==> src/hw/rtl/sfr_pkg.sv <==
// ----------------------------------------------------------------------------
// sfr_pkg
// Shared types and constants for the stream find-and-replace block.
// ----------------------------------------------------------------------------
package sfr_pkg;

    localparam int BYTE_W          = 8;
    localparam int REG_BYTES       = 8;
    localparam int CFG_W           = REG_BYTES * BYTE_W;
    localparam int LEN_W           = 4;
    localparam int IDX_W           = 8;
    localparam int OUT_DEPTH       = 8;
    localparam int OCNT_W          = 4;
    localparam int RCOUNT_W        = 16;

    localparam int MAX_FIND_DEF    = 8;
    localparam int MAX_REPLACE_DEF = 8;
    localparam int COUNT_BITS_DEF  = 16;

    typedef enum logic [IDX_W-1:0] {
        REG_FIND_BYTES    = 8'd0,
        REG_FIND_LENGTH   = 8'd1,
        REG_REPLACE_BYTES = 8'd2,
        REG_REPLACE_LENGTH = 8'd3
    } t_reg_idx;

    typedef struct packed {
        logic en;
        logic ins;
        logic shift;
    } t_cell_ctl;

    typedef struct packed {
        logic [OUT_DEPTH-1:0][BYTE_W-1:0] bytes;
        logic [OCNT_W-1:0]                cnt;
        logic                             byte_valid;
        logic                             last;
        logic [RCOUNT_W-1:0]              rcount;
    } t_load;

endpackage

==> src/hw/rtl/sfr_cell.sv <==
// ----------------------------------------------------------------------------
// sfr_cell
// One window byte: takes the incoming byte, compares with its pattern byte,
// and shifts toward the oldest end on a mismatch.
// ----------------------------------------------------------------------------
module sfr_cell (
    input  logic                      i_clk,
    input  sfr_pkg::t_cell_ctl        i_ctl,
    input  logic [sfr_pkg::BYTE_W-1:0] i_in_byte,
    input  logic [sfr_pkg::BYTE_W-1:0] i_find_byte,
    input  logic [sfr_pkg::BYTE_W-1:0] i_next_byte,
    output logic [sfr_pkg::BYTE_W-1:0] o_cur_byte,
    output logic                      o_eq
);
    import sfr_pkg::*;

    logic [BYTE_W-1:0] r_byte;
    logic [BYTE_W-1:0] n_byte;

    always_comb begin
        o_cur_byte = i_ctl.ins ? i_in_byte : r_byte;
        o_eq       = (o_cur_byte == i_find_byte);
        n_byte     = i_ctl.shift ? i_next_byte : o_cur_byte;
    end

    always_ff @(posedge i_clk) begin
        if (i_ctl.en) begin
            r_byte <= n_byte;
        end
    end

endmodule

==> src/hw/rtl/sfr_out_buf.sv <==
// ----------------------------------------------------------------------------
// sfr_out_buf
// Result buffer: holds the results of one item and hands them out one per
// cycle while the receiver is ready, oldest first.
// ----------------------------------------------------------------------------
module sfr_out_buf (
    input  logic                         i_clk,
    input  logic                         i_rst_n,
    input  logic                         i_load_en,
    input  sfr_pkg::t_load               i_load,
    input  logic                         i_ready,
    output logic                         o_valid,
    output logic [sfr_pkg::BYTE_W-1:0]   o_byte,
    output logic                         o_byte_valid,
    output logic                         o_last,
    output logic [sfr_pkg::RCOUNT_W-1:0] o_rcount,
    output logic                         o_free
);
    import sfr_pkg::*;

    logic [OUT_DEPTH-1:0][BYTE_W-1:0] r_bytes;
    logic [OCNT_W-1:0]                r_cnt;
    logic                             r_bvalid;
    logic                             r_last;
    logic [RCOUNT_W-1:0]              r_rcount;
    logic                             take;

    assign o_valid      = (r_cnt != '0);
    assign take         = o_valid && i_ready;
    assign o_free       = (r_cnt == '0) || ((r_cnt == OCNT_W'(1)) && i_ready);
    assign o_byte       = r_bytes[0];
    assign o_byte_valid = r_bvalid;
    assign o_last       = r_last && (r_cnt == OCNT_W'(1));
    assign o_rcount     = r_rcount;

    always_ff @(posedge i_clk) begin
        if (!i_rst_n) begin
            r_cnt <= '0;
        end else if (i_load_en) begin
            r_cnt <= i_load.cnt;
        end else if (take) begin
            r_cnt <= r_cnt - 1'b1;
        end
    end

    always_ff @(posedge i_clk) begin
        if (i_load_en) begin
            r_bytes  <= i_load.bytes;
            r_bvalid <= i_load.byte_valid;
            r_last   <= i_load.last;
            r_rcount <= i_load.rcount;
        end else if (take) begin
            for (int k = 0; k < OUT_DEPTH - 1; k++) begin
                r_bytes[k] <= r_bytes[k+1];
            end
            r_bytes[OUT_DEPTH-1] <= '0;
        end
    end

endmodule

==> src/hw/rtl/stream_find_and_replace.sv <==
// ----------------------------------------------------------------------------
// stream_find_and_replace
// Streaming find-and-replace over a byte stream with a row of window cells.
// ----------------------------------------------------------------------------
// Rewrites a byte stream, replacing every leftmost non-overlapping match of
// the find pattern by the replacement; the registers are latched on the first
// item of a stream. An item with at most one result is taken every cycle
// while the receiver is ready; one with several (a replacement, or the flush
// at end of stream) holds the input until the result buffer, which hands out
// one result per ready cycle, has all but the last out. The comparison is a
// row of window cells, one per pattern byte, each holding one pending byte.
module stream_find_and_replace #(
    parameter int MAX_FIND    = sfr_pkg::MAX_FIND_DEF,
    parameter int MAX_REPLACE = sfr_pkg::MAX_REPLACE_DEF,
    parameter int COUNT_BITS  = sfr_pkg::COUNT_BITS_DEF
) (
    input  logic                         i_clk,
    input  logic                         i_rst_n,
    input  logic                         i_cfg_valid,
    output logic                         o_cfg_ready,
    input  logic [sfr_pkg::IDX_W-1:0]    i_cfg_index,
    input  logic [sfr_pkg::CFG_W-1:0]    i_cfg_data,
    input  logic                         i_in_valid,
    output logic                         o_in_ready,
    input  logic [sfr_pkg::BYTE_W-1:0]   i_in_byte,
    input  logic                         i_end_of_stream,
    output logic                         o_out_valid,
    input  logic                         i_out_ready,
    output logic [sfr_pkg::BYTE_W-1:0]   o_out_byte,
    output logic                         o_byte_valid,
    output logic                         o_last,
    output logic [sfr_pkg::RCOUNT_W-1:0] o_replace_count
);
    import sfr_pkg::*;

    localparam int CELLS = (MAX_FIND < REG_BYTES) ? MAX_FIND : REG_BYTES;
    localparam int RMAX  = (MAX_REPLACE < REG_BYTES) ? MAX_REPLACE : REG_BYTES;
    localparam int FW    = $clog2(CELLS + 1);

    // configuration registers
    logic [CFG_W-1:0] r_cfg_find;
    logic [LEN_W-1:0] r_cfg_flen;
    logic [CFG_W-1:0] r_cfg_repl;
    logic [LEN_W-1:0] r_cfg_rlen;

    // per-stream copies
    logic             r_in_stream;
    logic [CFG_W-1:0] r_act_find;
    logic [CFG_W-1:0] r_act_repl;
    logic [FW-1:0]    r_act_flen;
    logic [LEN_W-1:0] r_act_rlen;

    logic [FW-1:0]         r_fill;
    logic [FW-1:0]         n_fill;
    logic [COUNT_BITS-1:0] r_count;
    logic [COUNT_BITS-1:0] n_count;
    logic [COUNT_BITS-1:0] count_upd;

    logic [FW-1:0]    flen_c;
    logic [LEN_W-1:0] rlen_c;
    logic [CFG_W-1:0] find_use;
    logic [CFG_W-1:0] repl_use;
    logic [FW-1:0]    flen;
    logic [LEN_W-1:0] rlen;

    logic                         accept;
    logic [CELLS-1:0][BYTE_W-1:0] pw;
    logic [CELLS-1:0]             eq;
    logic [CELLS-1:0]             mask;
    t_cell_ctl [CELLS-1:0]        ctl;
    logic [FW-1:0]                pfill;
    logic                         full;
    logic                         hit;
    logic                         miss;
    logic                         sel_repl;
    logic [OCNT_W-1:0]            n_res;
    logic                         bare;
    logic [31:0]                  count_ext;
    t_load                        load;
    logic                         buf_free;

    assign o_cfg_ready = 1'b1;
    assign o_in_ready  = buf_free;
    assign accept      = i_in_valid && buf_free;

    always_ff @(posedge i_clk) begin
        if (!i_rst_n) begin
            r_cfg_find <= '0;
            r_cfg_flen <= '0;
            r_cfg_repl <= '0;
            r_cfg_rlen <= '0;
        end else if (i_cfg_valid) begin
            case (i_cfg_index)
                REG_FIND_BYTES:     r_cfg_find <= i_cfg_data;
                REG_FIND_LENGTH:    r_cfg_flen <= i_cfg_data[LEN_W-1:0];
                REG_REPLACE_BYTES:  r_cfg_repl <= i_cfg_data;
                REG_REPLACE_LENGTH: r_cfg_rlen <= i_cfg_data[LEN_W-1:0];
                default: ;
            endcase
        end
    end

    always_comb begin
        if (32'(r_cfg_flen) > CELLS) begin
            flen_c = FW'(CELLS);
        end else begin
            flen_c = FW'(r_cfg_flen);
        end
        if (32'(r_cfg_rlen) > RMAX) begin
            rlen_c = LEN_W'(RMAX);
        end else begin
            rlen_c = r_cfg_rlen;
        end
        find_use = r_in_stream ? r_act_find : r_cfg_find;
        repl_use = r_in_stream ? r_act_repl : r_cfg_repl;
        flen     = r_in_stream ? r_act_flen : flen_c;
        rlen     = r_in_stream ? r_act_rlen : rlen_c;
    end

    // window cells
    for (genvar g = 0; g < CELLS; g++) begin : g_cell
        logic [BYTE_W-1:0] next_byte;
        if (g < CELLS - 1) begin : g_mid
            assign next_byte = pw[g+1];
        end else begin : g_end
            assign next_byte = '0;
        end

        assign ctl[g].en    = accept && (flen != '0);
        assign ctl[g].ins   = (r_fill == FW'(g));
        assign ctl[g].shift = miss;
        assign mask[g]      = (FW'(g) < flen);

        sfr_cell u_cell (
            .i_clk       (i_clk),
            .i_ctl       (ctl[g]),
            .i_in_byte   (i_in_byte),
            .i_find_byte (find_use[g*BYTE_W +: BYTE_W]),
            .i_next_byte (next_byte),
            .o_cur_byte  (pw[g]),
            .o_eq        (eq[g])
        );
    end

    always_comb begin
        pfill     = r_fill + 1'b1;
        full      = (flen != '0) && (pfill == flen);
        hit       = full && (&(eq | ~mask));
        miss      = full && !hit;
        count_upd = (hit && (r_count != '1)) ? r_count + 1'b1 : r_count;
        sel_repl  = hit;

        if (flen == '0) begin
            n_res = OCNT_W'(1);
        end else if (hit) begin
            n_res = OCNT_W'(rlen);
        end else if (full) begin
            n_res = i_end_of_stream ? OCNT_W'(flen) : OCNT_W'(1);
        end else begin
            n_res = i_end_of_stream ? OCNT_W'(pfill) : '0;
        end
        bare = i_end_of_stream && (n_res == '0);

        for (int k = 0; k < OUT_DEPTH; k++) begin
            load.bytes[k] = '0;
            if (sel_repl) begin
                if (k < RMAX) begin
                    load.bytes[k] = repl_use[k*BYTE_W +: BYTE_W];
                end
            end else if (k < CELLS) begin
                load.bytes[k] = pw[k];
            end
        end
        if (bare) begin
            load.bytes[0] = '0;
        end

        count_ext       = 32'(count_upd);
        load.cnt        = bare ? OCNT_W'(1) : n_res;
        load.byte_valid = !bare;
        load.last       = i_end_of_stream;
        load.rcount     = count_ext[RCOUNT_W-1:0];

        if (i_end_of_stream || (flen == '0) || hit) begin
            n_fill = '0;
        end else if (miss) begin
            n_fill = flen - 1'b1;
        end else begin
            n_fill = pfill;
        end
        n_count = i_end_of_stream ? '0 : count_upd;
    end

    always_ff @(posedge i_clk) begin
        if (!i_rst_n) begin
            r_in_stream <= 1'b0;
            r_fill      <= '0;
            r_count     <= '0;
            r_act_find  <= '0;
            r_act_repl  <= '0;
            r_act_flen  <= '0;
            r_act_rlen  <= '0;
        end else if (accept) begin
            r_in_stream <= !i_end_of_stream;
            r_fill      <= n_fill;
            r_count     <= n_count;
            if (!r_in_stream) begin
                r_act_find <= r_cfg_find;
                r_act_repl <= r_cfg_repl;
                r_act_flen <= flen_c;
                r_act_rlen <= rlen_c;
            end
        end
    end

    sfr_out_buf u_out_buf (
        .i_clk        (i_clk),
        .i_rst_n      (i_rst_n),
        .i_load_en    (accept),
        .i_load       (load),
        .i_ready      (i_out_ready),
        .o_valid      (o_out_valid),
        .o_byte       (o_out_byte),
        .o_byte_valid (o_byte_valid),
        .o_last       (o_last),
        .o_rcount     (o_replace_count),
        .o_free       (buf_free)
    );

endmodule

==> config.mk <==
export PLATFORM = sky130hd
export DESIGN_NAME = stream_find_and_replace
export DESIGN_NICKNAME = d
export VERILOG_FILES = /design/src/hw/rtl/sfr_pkg.sv /design/src/hw/rtl/sfr_cell.sv /design/src/hw/rtl/sfr_out_buf.sv /design/src/hw/rtl/stream_find_and_replace.sv
export SDC_FILE = /design/constraint.sdc
export NUM_CORES = 1
export LEC_CHECK = 0
export ABC_AREA = 1
export BUFFER_PORTS_ARGS = -buffer_cell sky130_fd_sc_hd__buf_2
export CORE_UTILIZATION = 55
export DETAILED_ROUTE_END_ITERATION = 10
export PLACE_DENSITY = 0.75
export SLEW_MARGIN = 20
export SYNTH_ARGS = -nofsm -noshare
export SYNTH_HDL_FRONTEND = slang
export SYNTH_SLANG_ARGS = --single-unit
==> constraint.sdc <==
create_clock -name i_clk -period 12.44 [get_ports i_clk]
set_clock_uncertainty 0.1 [all_clocks]
set_input_delay 0.622 -clock i_clk [delete_from_list [all_inputs] [get_ports i_clk]]
set_output_delay 0.622 -clock i_clk [all_outputs]
set_load 0.02 [all_outputs]
## After elaboration in Yosys (flattened, before gate mapping)

Cells that the tools add are included.

- Bits in registers: 443
- Input bits: 86
- Output and inout port bits: 29
- Word-level logic and storage cells: 141

- $add $sub $neg: 4
- Magnitude comparators: 10
- Eq/ne operators: 21
- Muxes and demuxes: 44
- Bitwise gates (word level): 2
- Reductions and logical operators: 29

Operators by type and width:

| cell | count |
|---|---|
| $mux 64 | 4 |
| $mux 8 | 24 |
| $eq 8x8->1 | 8 |
| $mux 4 | 14 |
| $mux 16 | 2 |
| $add 16x1->16 const B | 1 |
| $eq 4x3->1 const B | 4 |
| $eq 8x2->1 const B | 2 |
| $logic_not 4->1 | 4 |
| $lt 3x4->1 const A | 4 |
| $ne 16x16->1 const B | 1 |
| $logic_and 1x1->1 | 10 |
| $eq 4x1->1 const B | 2 |
| $eq 4x2->1 const B | 2 |
| $eq 8x1->1 const B | 1 |
| $gt 4x4->1 const B | 2 |
| $logic_not 8->1 | 1 |
| $lt 1x4->1 const A | 2 |
| $lt 2x4->1 const A | 2 |
| $not 8->8 | 1 |
| $or 8x8->8 | 1 |
| $reduce_and 2->1 | 4 |
| $reduce_and 8->1 | 1 |
| $reduce_bool 4->1 | 2 |
| 6 further kinds | 11 |

## Logic depth before layout (Yosys ltp)

- Depth in word-level cells: 14
- Gate-level depth with buffers: 25
- Depth with buffers taken out: 24

## Cells and area by module

Synthesis repeated with hierarchy kept, for this count alone.

- Cell total of the unflattened synthesis: 3011
- Area, all modules: 22480.3 um^2

By module, submodules not included:

| module | instances | cells an instance | area each (um^2) | seq. area each (um^2) |
|---|---|---|---|---|
| stream_find_and_replace | 1 | 1879 | 13554.2 | 5865.6 |
| sfr_cell | 8 | 99 | 658.1 | 240.2 |
| sfr_out_buf | 1 | 340 | 3661.0 | 2542.4 |

## Worst setup path after synthesis

OpenSTA, ideal clock, no wires.

- Path type: input to register
- Start: input i_out_ready
- End: register g_cell[0].u_cell.r_byte[0], enable pin
- Setup time: 0.487 ns
- Arrival time: 4.757 ns
- Data required time: 11.853 ns
- Path slack: 7.096 ns
- Stages on the path: 7
- Buffers on the path: 3
- Cell sequence: inv_1 -> o21ai_0 -> nand2_1 -> clkbuf_1 -> clkbuf_1 -> clkbuf_1 -> nor2_1

RTL lines:

| what | RTL line | source |
|---|---|---|
| start, declared | stream_find_and_replace.sv:28 | `input logic i_out_ready,` |
| end signal, assigned | sfr_cell.sv:28 | `r_byte <= n_byte;` |
| end, declared | sfr_cell.sv:17 | `logic [BYTE_W-1:0] r_byte;` |

## Final worst setup path

- Start: register r_in_stream
- End: register u_out_buf.r_bytes[23] (netlist name) (data pin)

- Longest elaborated chain between the ends: 8
- Elaborated cells on any way between the ends: 28
- Classes of those cells: order compare: 8; eq/ne: 9; mux: 5; bitwise: 2; reduce/logical: 4

RTL lines:

| what | RTL line | source |
|---|---|---|
| start, declared | stream_find_and_replace.sv:47 | `logic r_in_stream;` |
| start signal, assigned | stream_find_and_replace.sv:204 | `r_in_stream <= !i_end_of_stream;` |
| $mux 4 | - |  |
| $lt 1x4->1 (tied with other cells) | stream_find_and_replace.sv:132 | `assign mask[g] = (FW'(g) < flen);` |
| $not 8->8 | stream_find_and_replace.sv:148 | `hit = full && (&(eq \| ~mask));` |
| $or 8x8->8 | stream_find_and_replace.sv:148 |  |
| $reduce_and 8->1 | stream_find_and_replace.sv:148 |  |
| $logic_and 1x1->1 | stream_find_and_replace.sv:148 |  |
| $mux 8 (*) | stream_find_and_replace.sv:166 | `if (sel_repl) begin` |
| $mux 64 (*) | sfr_out_buf.sv:47 | `if (i_load_en) begin` |
| end signal, assigned | sfr_out_buf.sv:48 | `r_bytes <= i_load.bytes;` |
| end signal, assigned by index | sfr_out_buf.sv:54 | `r_bytes[k] <= r_bytes[k+1];` |
| end, declared | sfr_out_buf.sv:21 | `logic [OUT_DEPTH-1:0][BYTE_W-1:0] r_bytes;` |

Mark *: on every way between the ends. The rest lies on a longest branch, timed or not.
A chain may end at the register's enable or synchronous reset.

==> flow_results.org <==
** Outcome
- Run status :: finished, final reports clean

** Place
- The count of buffers added on input and output ports is 113.
- Before CTS, the worst setup slack after placement is 7099 ps.
- Number of placed instances, taps included :: 3296
- Routability congestion estimate :: 0.9013
- Post-detailed-placement half-perimeter wirelength :: 39180 µm

** Finish
- Share of final-layout standard cells stronger than drive strength 1 :: 0.08429
- Synth-to-layout area growth :: 9.903%
- The final layout contains 2928 nets.
- The finished layout holds 3384 standard cells, fillers aside.

** Synthesis
- Arithmetic-cell share of the synthesized area counting full adders, half adders and majority gates :: 0.004107
- Counting every net in the synthesized netlist gives 2931.
- Yosys mapped a number of flops with a built-in enable equal to 146.
- Area fraction in compound gates after synthesis :: 0.1899
- Of the synthesized area, sequential elements account for 0.4843.
- The netlist uses 44 different library cells.
- Post-synthesis share of cell area spent on and, or, nand and nor gates :: 0.2049
- Warning count from the yosys run :: 0
- In the synthesized netlist the dominant register cell turns out to be sky130_fd_sc_hd__dfxtp_1.
- Of the post-synthesis cell area, the dominant cell type holds 0.2788.
- Post-synth design cell area :: 21330 µm²
- Cell taking the most area after synthesis :: sky130_fd_sc_hd__dfxtp_1
- Avg Synthesized Cell Area :: 7.515 µm²
- The cell count after synthesis came out at 2838.
- Main combinational cell family by area after synthesis :: simple AND/OR/NAND/NOR gates
- Measured against the total synthesized area, the mux share comes to 0.02440.
- Area share of xor/xnor cells in the synthesized design :: 0.008154
- By area the synthesized netlist is led by sky130_fd_sc_hd__dfxtp_1 (28%), sky130_fd_sc_hd__edfxtp_1 (21%), sky130_fd_sc_hd__nand2_1 (12%).
- Counting flops and latches in the post-synthesis netlist gives 443.
- After synthesis, the share of flip-flops with an asynchronous set or reset is 0.

** Detailed routing
- Initial detailed-routing violation count :: 1526
- Vias after detailed routing :: 19000
- After detailed routing, the average wire length per cell comes to 17.58 µm.
- After detailed routing, the total wire length is 59480 µm.
- The first detailed-routing pass took 6 iterations.
- Using the TritonRoute via totals, the vias-per-cell ratio works out to 5.613.
- Remaining routing DRC violations :: 0
- In this run the remaining antenna-violating nets after routing total 0.

** CTS
- Clock Tree Buf Depth :: 3
- CTS sink count :: 443
- For the worst-skew pair, the clock arrives at the later sink with an insertion delay of 580 ps.
- TritonCTS clock tree :: yes
- After clock tree synthesis, the clock-pin slew on the worst setup and hold paths is 60 ps.
- The number of gates resized after CTS was 0.
- Post-CTS setup repair buffer count :: 0
- Clock buffers created by TritonCTS :: 47
- Total number of H-tree levels :: 2
- The root buffer cell chosen for the clock tree is sky130_fd_sc_hd__clkbuf_16.
- After clock tree synthesis, the flow added hold-fix buffers numbering 0.

** Timing
- Final hold violation count :: 0
- Worst Max-Slew Pin Slew :: 1054 ps
- Count of final setup violators :: 0
- Crit share post-route :: 0.4400
- In the final timing run, aggregate negative setup slack is 0 ps.
- Setup repair after global routing missed its margin :: false
- Minimum period implied by the final worst setup slack :: 5474 ps
- Based on the critical path, the design can be clocked at up to 182.7 MHz.
- Relative slew slack :: 0.2975
- The final number of max-transition violations is 0.
- Final Worst Setup Slack :: 6966 ps

** Worst setup path
- The cell that appears most often on the critical path is sky130_fd_sc_hd__nand2_1.
- Data arrival time at the worst-slack endpoint :: 5700 ps
- Of all nets on the critical path, the largest fanout is 66.
- Category of the most critical setup path :: reg -> reg
- Delay of the slowest cell on the worst path :: 790 ps
- Ordered list of cells on the worst path :: buf_4 > nor2_1 > nand2_1 > nand2_1 > nor2_1 > inv_1 > nor2_1 > inv_2 > nand2_1 > nand2_1 > nor2_4 > nand3_4 > inv_2 > buf_4 > a21oi_1 > o21ai_0 > nand2_1
- Element type at the critical path end :: flop
- CP Data Required Time :: 12670 ps
- The cell family contributing the most delay on the critical path is buffers and inverters.
- STA classifies the critical path startpoint as a flop.
- Number of buffer and inverter stages on the critical path :: 5
- Worst setup slack for register-to-register paths :: 6970 ps
- For this design, the slowest cell found on the critical path is sky130_fd_sc_hd__dfxtp_4.

** Hold path
- Type of the tightest min-delay check :: in -> reg

** Global route
- Summed over all layers, the global routing overflow is 0.
- Tot GR Track Use :: 0.3028
- The number of global-route vias before repair came to 17630.
- The first global-routing pass estimated 93140 µm of wire.
- The number of antenna violations at the first check in global routing was 0.
- Largest net degree at the start of global routing :: 104

** Floorplan
- Die area :: 39570 µm²
- During I/O placement, the number of pins put on the boundary was 115.
- The die is 198.9 µm tall.
- Effective utilization at floorplan :: 0.5623
- After floorplanning, the core was divided into 71 placement rows.
- Core area :: 37930 µm²
- The die is 198.9 µm wide.

** Power
- IR analysis of the VDD net gives a maximum drop of 0.0001184 V.
- Summed over all cells, the static leakage comes to 0.009541 µW.
- Power density cells :: 192.0 nW/µm²

** Flow run
- Across the run, the number of max-cap violations was 0.
[tightest hold or removal path: cells and delay by family]
family          cells  cell delay, ps
compound gates      1              70
buf+inv             1              80
simple gates        1              70
[final timing paths]
path | startpoint | end | cells after the start
max reg2reg | r_in_stream | u_out_buf.r_bytes[23] | 17
min | i_cfg_data[48] | r_cfg_repl[48] | 3
min reg2reg | r_act_repl[0] | r_act_repl[0] | 2
max | r_in_stream | u_out_buf.r_bytes[23] | 17
[cell families after synthesis]
| group | after synthesis |
|---|---|
| other | 1 |
| and+or+nand+nor | 1089 |
| adders and majority gates | 7 |
| muxes | 52 |
| DFF | 443 |
| xor gates and xnor gates | 19 |
| buffers and inverters | 452 |
| AOI/OAI and AO/OA | 775 |
[layer usage]
layer	routed length (µm)	vias up	global-route usage
met5	0	-	0
met4	2004	0	0.1254
met3	3853	129	0.03628
met2	28230	664	0.5139
met1	25390	8826	0.3904
li1	-	9377	-
[layout make-up]
type / instances / area [µm²]
Antenna cell: 2 / 5.005
Tap cell: 511 / 639.4
Fill cell: 3436 / 14490
Clock inverter: 21 / 190.2
Clock buffer: 64 / 1301
Inverter: 266 / 1003
Multi-Input combinational cell: 1943 / 9234
Sequential cell: 443 / 10330
Timing Repair Buffer: 134 / 733.2
[stage by stage]
stage | hold slack, ps | area [µm²] | util | power (µW)
floorplan | 324.4 | 21330 | - | 2820
global placement | 333.5 | 21930 | 0.5781 | 3088
detailed placement | 338.9 | 21930 | 0.5781 | 3137
CTS | 185.9 | 23420 | 0.6174 | 4507
global route | 212.3 | 23440 | 0.6178 | 4728
finish | 207.0 | 23440 | 0.6179 | 4501
[cells in the final DEF (no fill, tap or decap), types with 15 or more instances in the layout]
cell                          n
sky130_fd_sc_hd__o21ai_1     15
sky130_fd_sc_hd__a21oi_1    232
sky130_fd_sc_hd__nor2_1     263
sky130_fd_sc_hd__inv_1      253
sky130_fd_sc_hd__nand3_1    108
sky130_fd_sc_hd__buf_2      112
sky130_fd_sc_hd__o21ai_0    457
sky130_fd_sc_hd__buf_4       21
sky130_fd_sc_hd__edfxtp_1   146
sky130_fd_sc_hd__clkbuf_16   48
sky130_fd_sc_hd__dfxtp_1    296
sky130_fd_sc_hd__nand2_1    673
sky130_fd_sc_hd__a211oi_1    48
sky130_fd_sc_hd__mux2i_1     52
[registers in the layout, indices dropped and copies added (netlist names), 4 cells and up]
signal	cells
g_cell.u_cell.r_byte	64
r_act_find	64
r_act_flen	4
r_act_repl	64
r_act_rlen	4
r_cfg_find	64
r_cfg_flen	4
r_cfg_repl	64
r_cfg_rlen	4
r_count	16
r_fill	4
u_out_buf.o_byte	8
u_out_buf.o_rcount	16
u_out_buf.r_bytes	56
u_out_buf.r_cnt	4
[Yosys cell counts (3+ instances only)]
cell                       instances
sky130_fd_sc_hd__o21ai_1          15
sky130_fd_sc_hd__xor2_1           10
sky130_fd_sc_hd__nor2_4            3
sky130_fd_sc_hd__nand2_1         677
sky130_fd_sc_hd__xnor2_1           8
sky130_fd_sc_hd__o211ai_1          4
sky130_fd_sc_hd__clkbuf_1        138
sky130_fd_sc_hd__nand4_1          12
sky130_fd_sc_hd__buf_1             5
sky130_fd_sc_hd__nand3_1         108
sky130_fd_sc_hd__ha_1              7
sky130_fd_sc_hd__nor3_1            4
sky130_fd_sc_hd__a211oi_1         48
sky130_fd_sc_hd__buf_4            14
sky130_fd_sc_hd__edfxtp_1        146
sky130_fd_sc_hd__inv_1           254
sky130_fd_sc_hd__nand3_2           5
sky130_fd_sc_hd__nor2_2            5
sky130_fd_sc_hd__a21oi_1         232
sky130_fd_sc_hd__nor4_1            3
sky130_fd_sc_hd__buf_2            28
sky130_fd_sc_hd__dfxtp_1         297
sky130_fd_sc_hd__inv_2            10
sky130_fd_sc_hd__nor2_1          264
sky130_fd_sc_hd__o21bai_1          4
sky130_fd_sc_hd__mux2i_1          52
sky130_fd_sc_hd__o21ai_0         457
sky130_fd_sc_hd__a31oi_1           8
[report_power, final]
part / switching [µW] / internal, µW / total, µW
Clock: 582 / 795 / 1380
Sequential: 154 / 1900 / 2050
Combinational: 755 / 314 / 1070
No activity file was read; power rests on OpenSTA's default activity.
